### src/hw/rtl/jhd_pkg.sv
// shared types and constants for the jpeg huffman decoder
package jhd_pkg;

   localparam int MAX_CODE_LEN_DEF = 16;
   localparam int SYMBOL_DEPTH_DEF = 256;

   localparam int NUM_LENGTHS = 16;
   localparam int LEN_IDX_W = 4;
   localparam int EXPECT_W = 10;
   localparam int INDEX_W = 10;
   localparam int FIRST_CODE_W = 17;
   localparam int FIRST_INDEX_W = 9;

   localparam logic [4:0] COUNTS_END = 5'd17;
   localparam logic [LEN_IDX_W-1:0] LAST_LEN_IDX = 4'd15;
   localparam logic [EXPECT_W-1:0] EXPECT_SAT = 10'd1023;

   localparam logic [7:0] BYTE_MARKER = 8'hFF;
   localparam logic [7:0] BYTE_STUFF = 8'h00;

   // request function codes
   localparam logic [1:0] FUNC_TABLE = 2'd0;
   localparam logic [1:0] FUNC_DATA = 2'd1;
   localparam logic [1:0] FUNC_NEW_TABLE = 2'd2;

   // result status codes
   localparam logic [1:0] STATUS_OK = 2'd0;
   localparam logic [1:0] STATUS_BAD_CODE = 2'd1;
   localparam logic [1:0] STATUS_NO_TABLE = 2'd2;

   typedef struct packed {
      logic       clear;
      logic       count_wr;
      logic [7:0] count_byte;
   } jhd_tbl_cmd_type;

   typedef struct packed {
      logic                busy;
      logic                complete;
      logic                ok;
      logic [EXPECT_W-1:0] expected;
   } jhd_tbl_stat_type;

   typedef struct packed {
      logic               match;
      logic [INDEX_W-1:0] index;
   } jhd_look_type;

   typedef struct packed {
      logic [7:0] symbol;
      logic [4:0] code_length;
      logic [1:0] status;
   } jhd_result_type;

endpackage

### src/hw/rtl/jhd_if.sv
// request and response channel interfaces
interface jhd_req_if;
   logic       valid;
   logic       ready;
   logic [1:0] func;
   logic [7:0] data_byte;

   modport source (output valid, output func, output data_byte, input ready);
   modport sink (input valid, input func, input data_byte, output ready);
endinterface

interface jhd_rsp_if;
   logic       valid;
   logic       ready;
   logic [7:0] symbol;
   logic [4:0] code_length;
   logic [1:0] status;
   logic       last;

   modport source (output valid, output symbol, output code_length, output status,
                   output last, input ready);
   modport sink (input valid, input symbol, input code_length, input status,
                 input last, output ready);
endinterface

### src/hw/rtl/jhd_code_table.sv
// per-length code counts, canonical table builder and code lookup
module jhd_code_table #(
   parameter int MAX_CODE_LEN = jhd_pkg::MAX_CODE_LEN_DEF,
   parameter int SYMBOL_DEPTH = jhd_pkg::SYMBOL_DEPTH_DEF
) (
   input  logic                                clock,
   input  logic                                reset,
   input  jhd_pkg::jhd_tbl_cmd_type            cmd,
   output jhd_pkg::jhd_tbl_stat_type           stat,
   input  logic [MAX_CODE_LEN-1:0]             look_code,
   input  logic [jhd_pkg::LEN_IDX_W-1:0]       look_len_idx,
   output jhd_pkg::jhd_look_type               look
);
   import jhd_pkg::*;

   logic [7:0]               count_ff [NUM_LENGTHS];
   logic [FIRST_CODE_W-1:0]  first_code_ff [NUM_LENGTHS];
   logic [FIRST_INDEX_W-1:0] first_index_ff [NUM_LENGTHS];

   logic [4:0]               load_pos_ff, load_pos_in;
   logic [EXPECT_W-1:0]      expected_ff, expected_in;
   logic                     busy_ff, busy_in;
   logic [LEN_IDX_W-1:0]     blen_ff, blen_in;
   logic [17:0]              code_ff, code_in;
   logic [FIRST_INDEX_W-1:0] idx_ff, idx_in;
   logic                     ok_ff, ok_in;
   logic                     complete_ff, complete_in;

   logic                     cnt_we;
   logic [LEN_IDX_W-1:0]     cnt_widx;
   logic [7:0]               n_cur;
   logic [18:0]              sum;
   logic [18:0]              limit;
   logic                     len_over;
   logic                     bad_step;
   logic [10:0]              expected_sum;
   logic [FIRST_CODE_W-1:0]  code_sat;

   logic [7:0]               look_cnt;
   logic [FIRST_CODE_W-1:0]  look_fc;
   logic [FIRST_INDEX_W-1:0] look_fi;
   logic [17:0]              look_diff;

   // one length per cycle through the shared adder
   always_comb begin
      n_cur = count_ff[blen_ff];
      sum = 19'(code_ff) + 19'(n_cur);
      limit = 19'd2 << blen_ff;
      len_over = (5'(blen_ff) + 5'd1) > 5'(MAX_CODE_LEN);
      bad_step = (len_over && (n_cur != 8'd0)) || (sum > limit);
      code_sat = (sum > 19'h1FFFF) ? 17'h1FFFF : sum[16:0];
      expected_sum = 11'(expected_ff) + 11'(cmd.count_byte);
      cnt_widx = 4'(load_pos_ff - 5'd1);
   end

   always_comb begin
      load_pos_in = load_pos_ff;
      expected_in = expected_ff;
      busy_in = busy_ff;
      blen_in = blen_ff;
      code_in = code_ff;
      idx_in = idx_ff;
      ok_in = ok_ff;
      complete_in = complete_ff;
      cnt_we = 1'b0;
      if (cmd.clear) begin
         load_pos_in = '0;
         expected_in = '0;
         busy_in = 1'b0;
         ok_in = 1'b0;
         complete_in = 1'b0;
      end else if (busy_ff) begin
         blen_in = blen_ff + 1'b1;
         code_in = {code_sat, 1'b0};
         idx_in = idx_ff + FIRST_INDEX_W'(n_cur);
         ok_in = ok_ff && !bad_step;
         if (blen_ff == LAST_LEN_IDX) begin
            busy_in = 1'b0;
            complete_in = 1'b1;
            if (expected_ff > EXPECT_W'(SYMBOL_DEPTH)) begin
               ok_in = 1'b0;
            end
         end
      end else if (cmd.count_wr && (load_pos_ff < COUNTS_END)) begin
         if (load_pos_ff != 5'd0) begin
            cnt_we = 1'b1;
            expected_in = (expected_sum > 11'(EXPECT_SAT)) ? EXPECT_SAT
                                                            : expected_sum[EXPECT_W-1:0];
         end
         load_pos_in = load_pos_ff + 5'd1;
         if (load_pos_ff == COUNTS_END - 5'd1) begin
            busy_in = 1'b1;
            blen_in = '0;
            code_in = '0;
            idx_in = '0;
            ok_in = 1'b1;
         end
      end
   end

   always_ff @(posedge clock) begin
      if (reset) begin
         load_pos_ff <= '0;
         expected_ff <= '0;
         busy_ff <= 1'b0;
         blen_ff <= '0;
         code_ff <= '0;
         idx_ff <= '0;
         ok_ff <= 1'b0;
         complete_ff <= 1'b0;
      end else begin
         load_pos_ff <= load_pos_in;
         expected_ff <= expected_in;
         busy_ff <= busy_in;
         blen_ff <= blen_in;
         code_ff <= code_in;
         idx_ff <= idx_in;
         ok_ff <= ok_in;
         complete_ff <= complete_in;
      end
   end

   always_ff @(posedge clock) begin
      if (cnt_we) begin
         count_ff[cnt_widx] <= cmd.count_byte;
      end
      if (busy_ff) begin
         first_code_ff[blen_ff] <= code_ff[FIRST_CODE_W-1:0];
         first_index_ff[blen_ff] <= idx_ff;
      end
   end

   // match when first_code <= code < first_code + count
   always_comb begin
      look_cnt = count_ff[look_len_idx];
      look_fc = first_code_ff[look_len_idx];
      look_fi = first_index_ff[look_len_idx];
      look_diff = 18'(look_code) - 18'(look_fc);
      look.match = !look_diff[17] && (look_diff[16:0] < 17'(look_cnt));
      look.index = INDEX_W'(look_fi) + INDEX_W'(look_diff[7:0]);
   end

   assign stat.busy = busy_ff;
   assign stat.complete = complete_ff;
   assign stat.ok = ok_ff;
   assign stat.expected = expected_ff;

endmodule

### src/hw/rtl/jpeg_huffman_decoder_unit.sv
// data byte: accept, a bit step for each bit, an emit step per decoded code, then a flush
// table byte: taken in the idle state; the last count byte starts the table build
// data byte with no ready table: one status result
// one request in flight; a finished result waits in the output register
// reset clears control state and the table-ready flag; the symbol memory
// holds old contents and is only read at entries loaded for the current table
module jpeg_huffman_decoder_unit #(
   parameter int MAX_CODE_LEN = jhd_pkg::MAX_CODE_LEN_DEF,
   parameter int SYMBOL_DEPTH = jhd_pkg::SYMBOL_DEPTH_DEF
) (
   input logic       clock,
   input logic       reset,
   jhd_req_if.sink   req,
   jhd_rsp_if.source rsp
);
   import jhd_pkg::*;

   localparam int PL_W = $clog2(MAX_CODE_LEN + 1);
   localparam int AW = $clog2(SYMBOL_DEPTH);
   localparam int POS_W = $clog2(SYMBOL_DEPTH + 1);
   localparam logic [2:0] LAST_BIT = 3'd7;

   typedef enum logic [3:0] {
      ST_IDLE  = 4'b0001,
      ST_BIT   = 4'b0010,
      ST_EMIT  = 4'b0100,
      ST_FLUSH = 4'b1000
   } state_type;

   state_type         state_ff, state_in;
   logic [MAX_CODE_LEN-1:0] pc_ff, pc_in;
   logic [PL_W-1:0]   pl_ff, pl_in;
   logic              ff_seen_ff, ff_seen_in;
   logic              table_ready_ff, table_ready_in;
   logic [POS_W-1:0]  sym_pos_ff, sym_pos_in;
   logic [7:0]        shift_ff, shift_in;
   logic [2:0]        bit_cnt_ff, bit_cnt_in;
   jhd_result_type    res_ff, res_in;
   logic              res_oob_ff, res_oob_in;
   jhd_result_type    pend_ff, pend_in;
   logic              pend_valid_ff, pend_valid_in;
   jhd_result_type    out_ff, out_in;
   logic              out_last_ff, out_last_in;
   logic              rsp_valid_ff, rsp_valid_in;
   logic [7:0]        sym_q_ff;

   logic [7:0]        sym_mem [SYMBOL_DEPTH];

   jhd_tbl_cmd_type   tbl_cmd;
   jhd_tbl_stat_type  tbl_stat;
   jhd_look_type      look;

   logic                    req_acc;
   logic                    slot_free;
   logic [MAX_CODE_LEN-1:0] pc_new;
   logic [PL_W-1:0]         pl_new;
   logic                    mem_we;
   logic                    rd_en;
   logic                    look_oob;
   logic                    load_out;
   logic                    load_last;
   logic                    tbl_ready_now;
   jhd_result_type          emit_res;

   jhd_code_table #(
      .MAX_CODE_LEN(MAX_CODE_LEN),
      .SYMBOL_DEPTH(SYMBOL_DEPTH)
   ) u_code_table (
      .clock        (clock),
      .reset        (reset),
      .cmd          (tbl_cmd),
      .stat         (tbl_stat),
      .look_code    (pc_new),
      .look_len_idx (LEN_IDX_W'(pl_ff)),
      .look         (look)
   );

   assign req_acc = req.valid && req.ready;
   assign slot_free = !rsp_valid_ff || rsp.ready;
   assign pc_new = {pc_ff[MAX_CODE_LEN-2:0], shift_ff[7]};
   assign pl_new = pl_ff + 1'b1;
   assign look_oob = look.index >= INDEX_W'(SYMBOL_DEPTH);
   // an empty valid table counts as ready in the first cycle after its build
   assign tbl_ready_now = table_ready_ff ||
                          (tbl_stat.complete && tbl_stat.ok && (tbl_stat.expected == '0));

   always_comb begin
      emit_res = res_ff;
      emit_res.symbol = ((res_ff.status == STATUS_OK) && !res_oob_ff) ? sym_q_ff : 8'h00;
   end

   always_comb begin
      state_in = state_ff;
      pc_in = pc_ff;
      pl_in = pl_ff;
      ff_seen_in = ff_seen_ff;
      table_ready_in = table_ready_ff;
      sym_pos_in = sym_pos_ff;
      shift_in = shift_ff;
      bit_cnt_in = bit_cnt_ff;
      res_in = res_ff;
      res_oob_in = res_oob_ff;
      pend_in = pend_ff;
      pend_valid_in = pend_valid_ff;
      tbl_cmd.clear = 1'b0;
      tbl_cmd.count_wr = 1'b0;
      tbl_cmd.count_byte = req.data_byte;
      mem_we = 1'b0;
      rd_en = 1'b0;
      load_out = 1'b0;
      load_last = 1'b0;

      // a valid table with no symbols is ready once its build is complete
      if (tbl_stat.complete && tbl_stat.ok && (tbl_stat.expected == '0)) begin
         table_ready_in = 1'b1;
      end

      unique case (state_ff)
         ST_IDLE: begin
            if (req_acc) begin
               case (req.func)
                  FUNC_TABLE: begin
                     if (!tbl_stat.complete) begin
                        tbl_cmd.count_wr = 1'b1;
                     end else if (tbl_stat.ok && !tbl_ready_now) begin
                        mem_we = 1'b1;
                        sym_pos_in = sym_pos_ff + 1'b1;
                        if (EXPECT_W'(sym_pos_ff) + 1'b1 == tbl_stat.expected) begin
                           table_ready_in = 1'b1;
                        end
                     end
                  end
                  FUNC_DATA: begin
                     if (!tbl_ready_now) begin
                        pend_in.symbol = 8'h00;
                        pend_in.code_length = 5'd0;
                        pend_in.status = STATUS_NO_TABLE;
                        pend_valid_in = 1'b1;
                        state_in = ST_FLUSH;
                     end else if (ff_seen_ff && (req.data_byte == BYTE_STUFF)) begin
                        ff_seen_in = 1'b0;
                     end else begin
                        ff_seen_in = (req.data_byte == BYTE_MARKER);
                        shift_in = req.data_byte;
                        bit_cnt_in = '0;
                        state_in = ST_BIT;
                     end
                  end
                  FUNC_NEW_TABLE: begin
                     tbl_cmd.clear = 1'b1;
                     sym_pos_in = '0;
                     pc_in = '0;
                     pl_in = '0;
                     ff_seen_in = 1'b0;
                     table_ready_in = 1'b0;
                  end
                  default: ;
               endcase
            end
         end
         ST_BIT: begin
            shift_in = {shift_ff[6:0], 1'b0};
            bit_cnt_in = bit_cnt_ff + 1'b1;
            if (look.match) begin
               res_in.symbol = 8'h00;
               res_in.code_length = 5'(pl_new);
               res_in.status = STATUS_OK;
               res_oob_in = look_oob;
               rd_en = !look_oob;
               pc_in = '0;
               pl_in = '0;
               state_in = ST_EMIT;
            end else if (pl_new >= PL_W'(MAX_CODE_LEN)) begin
               res_in.symbol = 8'h00;
               res_in.code_length = 5'd0;
               res_in.status = STATUS_BAD_CODE;
               res_oob_in = 1'b0;
               pc_in = '0;
               pl_in = '0;
               state_in = ST_EMIT;
            end else begin
               pc_in = pc_new;
               pl_in = pl_new;
               if (bit_cnt_ff == LAST_BIT) begin
                  state_in = ST_FLUSH;
               end
            end
         end
         ST_EMIT: begin
            // hold the newest result back so the byte's last one can be marked
            if (!pend_valid_ff || slot_free) begin
               load_out = pend_valid_ff;
               pend_in = emit_res;
               pend_valid_in = 1'b1;
               state_in = (bit_cnt_ff == '0) ? ST_FLUSH : ST_BIT;
            end
         end
         ST_FLUSH: begin
            if (!pend_valid_ff) begin
               state_in = ST_IDLE;
            end else if (slot_free) begin
               load_out = 1'b1;
               load_last = 1'b1;
               pend_valid_in = 1'b0;
               state_in = ST_IDLE;
            end
         end
         default: begin
            state_in = ST_IDLE;
         end
      endcase
   end

   always_comb begin
      out_in = out_ff;
      out_last_in = out_last_ff;
      rsp_valid_in = rsp_valid_ff;
      if (load_out) begin
         out_in = pend_ff;
         out_last_in = load_last;
         rsp_valid_in = 1'b1;
      end else if (rsp.ready) begin
         rsp_valid_in = 1'b0;
      end
   end

   always_ff @(posedge clock) begin
      if (reset) begin
         state_ff <= ST_IDLE;
         pc_ff <= '0;
         pl_ff <= '0;
         ff_seen_ff <= 1'b0;
         table_ready_ff <= 1'b0;
         sym_pos_ff <= '0;
         bit_cnt_ff <= '0;
         pend_valid_ff <= 1'b0;
         rsp_valid_ff <= 1'b0;
      end else begin
         state_ff <= state_in;
         pc_ff <= pc_in;
         pl_ff <= pl_in;
         ff_seen_ff <= ff_seen_in;
         table_ready_ff <= table_ready_in;
         sym_pos_ff <= sym_pos_in;
         bit_cnt_ff <= bit_cnt_in;
         pend_valid_ff <= pend_valid_in;
         rsp_valid_ff <= rsp_valid_in;
      end
   end

   always_ff @(posedge clock) begin
      shift_ff <= shift_in;
      res_ff <= res_in;
      res_oob_ff <= res_oob_in;
      pend_ff <= pend_in;
      out_ff <= out_in;
      out_last_ff <= out_last_in;
   end

   always_ff @(posedge clock) begin
      if (mem_we) begin
         sym_mem[sym_pos_ff[AW-1:0]] <= req.data_byte;
      end
      if (rd_en) begin
         sym_q_ff <= sym_mem[look.index[AW-1:0]];
      end
   end

   assign req.ready = (state_ff == ST_IDLE) && !tbl_stat.busy;
   assign rsp.valid = rsp_valid_ff;
   assign rsp.symbol = out_ff.symbol;
   assign rsp.code_length = out_ff.code_length;
   assign rsp.status = out_ff.status;
   assign rsp.last = out_last_ff;

`ifndef SYNTHESIS
   a_idle_no_pending: assert property (@(posedge clock) disable iff (reset)
      (state_ff == ST_IDLE) |-> !pend_valid_ff)
      else $error("pending result left behind in idle");

   a_build_not_ready: assert property (@(posedge clock) disable iff (reset)
      tbl_stat.busy |-> !table_ready_ff)
      else $error("table ready while build is running");

   a_ok_has_length: assert property (@(posedge clock) disable iff (reset)
      (rsp_valid_ff && (out_ff.status == STATUS_OK)) |-> (out_ff.code_length != 5'd0))
      else $error("decoded symbol with zero code length");

   a_error_no_payload: assert property (@(posedge clock) disable iff (reset)
      (rsp_valid_ff && (out_ff.status != STATUS_OK))
         |-> ((out_ff.symbol == 8'h00) && (out_ff.code_length == 5'd0)))
      else $error("error result carries a symbol");
`endif

endmodule
### src/flat_wrapper.sv
// flat-port wrapper written by rule: the top's interface ports become plain ports
module jpeg_huffman_decoder_unit_flat import jhd_pkg::*;
#(
   parameter int MAX_CODE_LEN = jhd_pkg::MAX_CODE_LEN_DEF,
   parameter int SYMBOL_DEPTH = jhd_pkg::SYMBOL_DEPTH_DEF
)
  (clock, reset, req_valid, req_func, req_data_byte, req_ready, rsp_valid, rsp_symbol, rsp_code_length, rsp_status, rsp_last, rsp_ready);
  jhd_req_if req_i ();
  jhd_rsp_if rsp_i ();
  input logic clock;
  input logic reset;
  input wire logic [$bits(req_i.valid)-1:0] req_valid;
  input wire logic [$bits(req_i.func)-1:0] req_func;
  input wire logic [$bits(req_i.data_byte)-1:0] req_data_byte;
  output wire logic [$bits(req_i.ready)-1:0] req_ready;
  output wire logic [$bits(rsp_i.valid)-1:0] rsp_valid;
  output wire logic [$bits(rsp_i.symbol)-1:0] rsp_symbol;
  output wire logic [$bits(rsp_i.code_length)-1:0] rsp_code_length;
  output wire logic [$bits(rsp_i.status)-1:0] rsp_status;
  output wire logic [$bits(rsp_i.last)-1:0] rsp_last;
  input wire logic [$bits(rsp_i.ready)-1:0] rsp_ready;
  assign req_i.valid = req_valid;
  assign req_i.func = req_func;
  assign req_i.data_byte = req_data_byte;
  assign req_ready = req_i.ready;
  assign rsp_valid = rsp_i.valid;
  assign rsp_symbol = rsp_i.symbol;
  assign rsp_code_length = rsp_i.code_length;
  assign rsp_status = rsp_i.status;
  assign rsp_last = rsp_i.last;
  assign rsp_i.ready = rsp_ready;
  jpeg_huffman_decoder_unit #(.MAX_CODE_LEN(MAX_CODE_LEN), .SYMBOL_DEPTH(SYMBOL_DEPTH)) u_core (.clock(clock), .reset(reset), .req(req_i), .rsp(rsp_i));
endmodule
### config.mk
export PLATFORM = sky130hd
export DESIGN_NAME = jpeg_huffman_decoder_unit_flat
export DESIGN_NICKNAME = d
export VERILOG_FILES = /design/src/hw/rtl/jhd_pkg.sv /design/src/hw/rtl/jhd_if.sv /design/src/hw/rtl/jhd_code_table.sv /design/src/hw/rtl/jpeg_huffman_decoder_unit.sv /design/src/flat_wrapper.sv
export SDC_FILE = /design/constraint.sdc
export NUM_CORES = 2
export LEC_CHECK = 0
export ABC_AREA = 0
export BUFFER_PORTS_ARGS = -buffer_cell sky130_fd_sc_hd__buf_2
export CORE_ASPECT_RATIO = 0.9
export CORE_MARGIN = 2
export CORE_UTILIZATION = 45
export DETAILED_ROUTE_END_ITERATION = 7
export HOLD_SLACK_MARGIN = 0.02
export PLACE_DENSITY_LB_ADDON = 0.25
export SETUP_SLACK_MARGIN = 0.3
export SLEW_MARGIN = 40
export SYNTH_ARGS = -nofsm -noshare
export SYNTH_HDL_FRONTEND = slang
export SYNTH_HIERARCHICAL = 1
export SYNTH_SLANG_ARGS = --single-unit
### constraint.sdc
create_clock -name clock -period 8.15 [get_ports clock]
set_clock_uncertainty 0.15 [all_clocks]
set_input_delay 1.2225 -clock clock [delete_from_list [all_inputs] [get_ports clock]]
set_output_delay 1.2225 -clock clock [all_outputs]
set_load 0.02 [all_outputs]
# Yosys cells after proc, flatten, opt, wreduce, memory -nomap -nowiden
# Memories as Yosys holds them, arrays and structs flattened. A register that Yosys moved wholly into a read port is not among the register bits.
# Cells that the tools add are included.
# op_classes
shift	1
addsub	13
n_reduce_logical	53
magnitude_cmp	9
bitwise_logic	2
mux	118
n_eq_ne	24
# ops
operator	count
15-bit 2-to-1 mux	8
4-bit 2-to-1 mux	22
15-bit one-hot mux with 2 select lines	2
18-bit 2-to-1 mux	3
1-bit 2-to-1 mux	50
9-bit 2-to-1 mux	5
8-bit 2-to-1 mux	5
5-bit 2-to-1 mux	4
5-bit AND reduction	4
18-bit by 8-bit adder with 19-bit output	1
19-bit by 17-bit greater-than comparator with 1-bit output (second input constant)	1
19-bit greater-than comparator	1
2-bit by 4-bit left shift with 19-bit output (first input constant)	1
9-bit one-hot mux with 2 select lines	1
16-bit by 17-bit subtractor with 18-bit output	1
17-bit by 8-bit < comparator with 1-bit output	1
17-bit 2-to-1 mux	1
4-bit one-hot mux with 4 select lines	1
8-bit one-hot mux with 2 select lines	1
2-bit nonzero test	8
7-bit 2-to-1 mux	2
3-bit 2-to-1 mux	4
10-bit by 8-bit adder with 11-bit output	1
11-bit by 10-bit greater-than comparator with 1-bit output (second input constant)	1
other kinds (50)	91
# totals
memories	4
elab_cells	252
ram_bits	2592
ff_bits	135
in_bits	14
# mem_list
memory	words	width	rd	rd_clocked_by_memory_dff	write_ports	line	text
u_core.sym_mem	256	8	1	1	1	jpeg_huffman_decoder_unit.sv:47	logic [7:0] sym_mem [SYMBOL_DEPTH];
u_core.u_code_table.first_code_ff	16	17	1	1	1	jhd_code_table.sv:17	logic [FIRST_CODE_W-1:0] first_code_ff [NUM_LENGTHS];
u_core.u_code_table.first_index_ff	16	9	1	1	1	jhd_code_table.sv:18	logic [FIRST_INDEX_W-1:0] first_index_ff [NUM_LENGTHS];
u_core.u_code_table.count_ff	16	8	2	2	1	jhd_code_table.sv:16	logic [7:0] count_ff [NUM_LENGTHS];

# Logic depth before layout (Yosys ltp)
# logic_depth
word_depth	12
depth_mapped	25
ltp_nobuf	20

# Modules after synthesis
# Netlist, hierarchy kept.
# modules_own_cells
module	area_each_um2	seq_area_each_um2	n_inst	cells_per_inst
jpeg_huffman_decoder_unit	83101.0	63921.3	1	4064
jhd_code_table	25744.7	16896.2	1	1467

# Least setup slack after synthesis
# Ideal clock, no wire load.
# synth_timing
path_kind	register -> register
from	register u_core/pl_ff[0] (netlist name)
to	register u_core.sym_q_ff[1], read port of u_core.sym_mem (data pin)
t_required_ns	7.729
path_slack_ns	2.023
t_arrival_ns	5.706
period_less_slack_ns	6.127
path_stages_with_launch	19
cell_sequence	dfxtp_1 buf_6 buf_4 buf_1 mux4_2 mux4_2 ha_1 inv_1 fa_1 ha_1 xor2_1 clkbuf_1 clkbuf_1 clkbuf_1 clkbuf_1 clkbuf_1 mux4_2 a211oi_1 nor4_1
# synth_lines
item	line	text
to (decl)	jpeg_huffman_decoder_unit.sv:45	logic [7:0] sym_q_ff;

==> metrics.cfg <==
[pwr]
p_sw_w=0.00551
swShare_pct=19.7
intPower_w=0.0224
peakVddDrop_uv=230
p_comb_share_pct=1.5
power_density_nw_per_um2=228
clockPowerShare_pct=43.4
p_leak_nw=38.0
pwr-share-seq_pct=55.0

[logic_synthesis]
synth_top_cell_by_area=edfxtp_1
ys.flop_type=edfxtp_1
yosys.area.top_type_share_pct=72.6
synth-seq-cells=2722
ys_seq_area_share_pct=74.2
syn_inst=5531
synth_edf_count=2630
netlist_top_cells_count=2,630 x edfxtp_1, 655 x mux4_2, 402 x nor2_1, 195 x clkbuf_1, 164 x mux2i_1
syn_area_sq_um=109000
synth_most_common_cell=edfxtp_1
synth.distinct_cells=78
ys_warn_count=6
syn_nets=5639
synth_area_leaders=edfxtp_1 73%, mux4_2 14%, dfxtp_1 1.7%
synth.avg_cell_area_sq_um=19.7
async_flop_share_pct=0

[route]
via_per_inst=6.17
drtPass1Iterations=6
first_iter_violations=6924
vias=56200
wl_per_cell_um=31.0
ant_nets=0
routed_wl_um=282000
drc=0

[sta]
finalSetupTns_ns=0
rsz0062_at_grt=no
period_needed_ns=7.22
fmax_mhz=138
worst_slew_pin_slew_ns=0.894
hold_viol=0
drv_slew=0
slew_headroom_pct=39.8
period_share_pct=88.6
setup_viol=0

[clock_tree]
cts_sinks=2722
clock_latency_ns=0.91
hold_buffers=0
postCtsSetupBuffers=0
clockBufferDepth=4
clkTransAtPathRegs_ns=0.06
cts_tree=built
cts.root.buffer_cell=clkbuf_16
cts.repair.resized=0
h-tree-depth=5
cts_buffers=286

[global_routing]
grt_usage_pct=22.7
grt_max_degree=180
antenna_found_initial=7
grt_pass1_wl_um=404000
overflow=0
grt_pass1_vias=55200

[cells_and_area]
fin_nets=5811
fin_area_sq_um=123000
fin_util_pct=51.0
drive_above_1_share_pct=24.6
fillers=19100
syn2layout_area_growth_pct=12.8

[placement]
postPlaceCellArea_sq_um=114000
hpwl_um=175000
portBuffers=31
gp_congestion=0.867

[setup_path]
cp_max_fo=32
crit_type=reg2reg
crit_required_ns=8.62
arrival_ns=7.69
cp_slowest_cell=dfxtp_4
path_buf_inv=3
end_kind=register
startpoint_type=register
critical_path.max_stage_delay_ns=0.75
path_cells=buf_4 -> mux4_2 -> mux4_2 -> inv_1 -> ha_1 -> o21ai_0 -> o21bai_1 -> a21oi_1 -> xnor2_1 -> ha_1 -> xnor2_2 -> buf_4 -> nor2b_1 -> o221ai_1 -> a221oi_1 -> o21ai_0 -> nor3_1 -> nor4_1
crit_family=compound AO/OA/AOI/OAI gates

[worst_hold_path]
hold_class=reg2reg

[floorplan]
io_pins=32
dieArea_sq_um=246000
die_y_um=471
row_count=171
start_util_pct=45.2
coreArea_sq_um=241000
die_w_um=522

[status]
outcome=finished, final reports clean

[run]
max-cap-violations=0

registers in the layout, indices dropped and copies added (netlist names), 10 cells and up, named ones only:
register	count
u_core/u_code_table/code_ff	17
u_core/u_code_table/expected_ff	10
u_core/sym_mem	2048
u_core/pend_ff	15
u_core/u_code_table/count_ff	128
u_core/pc_ff	15
u_core/u_code_table/first_index_ff	144
u_core/u_code_table/first_code_ff	256
per-layer routing:
metal / vias to the layer above / wire [um] / GRT usage, %
met1: 30100 / 118000 / 33.2
met3: 411 / 22300 / 3.76
met2: 2463 / 134000 / 35.6
li1: 23300 / - / -
met4: 2 / 7570 / 6.17
met5: - / 13 / 0
area by class of cell:
type / instances / area, sq um / area share (%)
Clock buffer: 378 / 7670 / 6.25
Multi-Input combinational cell: 2423 / 27100 / 22.1
Tap cell: 3200 / 4000 / 3.26
Antenna cell: 4 / 10.0 / 0.00815
Clock inverter: 108 / 852 / 0.694
Timing Repair Buffer: 207 / 2010 / 1.63
Sequential cell: 2722 / 80800 / 65.8
Inverter: 63 / 236 / 0.193
metrics by stage:
| stage | setup slack (ns) | hold WS, ns | total power, W | cells |
|---|---|---|---|---|
| floorplan | 2.02 | 0.250 | 0.0158 | 5531 |
| global placement | 0.998 | 0.254 | 0.0161 | 8598 |
| detailed placement | 0.985 | 0.255 | 0.0161 | 8610 |
| CTS | 0.946 | 0.260 | 0.0282 | 9096 |
| global route | 0.586 | 0.275 | 0.0287 | 9102 |
| finish | 0.926 | 0.259 | 0.0279 | 9105 |
cells by family after synthesis:
group | after synthesis | synth area share (%)
compound gates | 598 | 3.86
buf+inv | 386 | 1.49
fa+ha+maj | 94 | 1.12
xor+xnor | 55 | 0.443
simple gates | 842 | 3.59
mux | 834 | 15.2
flops | 2722 | 74.2
worst paths after layout:
| check | from | end | slack [ns] | cells after the start |
|---|---|---|---|---|
| max | u_core/pl_ff[0] | u_core/sym_q_ff[4] | 0.93 | 18 |
| min | u_core/pend_ff[10] | u_core/rsp.symbol[3] | 0.26 | 0 |
| max reg2reg | u_core/pl_ff[0] | u_core/sym_q_ff[4] | 0.93 | 18 |
| min reg2reg | u_core/pend_ff[10] | u_core/rsp.symbol[3] | 0.26 | 0 |
placed cells by master, fill, tap and decap left out, types with 27 or more instances in the layout:
| master | instances |
|---|---|
| edfxtp_1 | 2630 |
| mux4_2 | 655 |
| clkbuf_16 | 290 |
| nor2_1 | 255 |
| mux2i_1 | 164 |
| nor2_2 | 134 |
| buf_4 | 133 |
| nand2_1 | 126 |
| a21oi_1 | 111 |
| ha_1 | 88 |
| a22oi_1 | 86 |
| dfxtp_1 | 85 |
| clkbuf_1 | 80 |
| inv_1 | 62 |
| nor3_1 | 59 |
| o22ai_1 | 55 |
| clkinv_1 | 49 |
| o221ai_1 | 46 |
| a221oi_1 | 46 |
| a22o_1 | 43 |
| o21ai_0 | 37 |
| clkinv_2 | 35 |
| xnor2_1 | 34 |
| o21ai_1 | 34 |
| a211oi_1 | 33 |
| nand3_1 | 30 |
| and2_1 | 28 |
| buf_12 | 27 |
power by group through the flow:
stage / Combinational, W / Sequential, W / Clock (W)
after floorplan: 0.000119 / 0.0157 / 0
after global placement: 0.000401 / 0.0157 / 0
after detailed placement: 0.000421 / 0.0157 / 0
after CTS: 0.000421 / 0.0154 / 0.0124
after global routing: 0.000454 / 0.0154 / 0.0129
final: 0.000421 / 0.0154 / 0.0121
No activity file was read; power rests on OpenSTA's default activity.
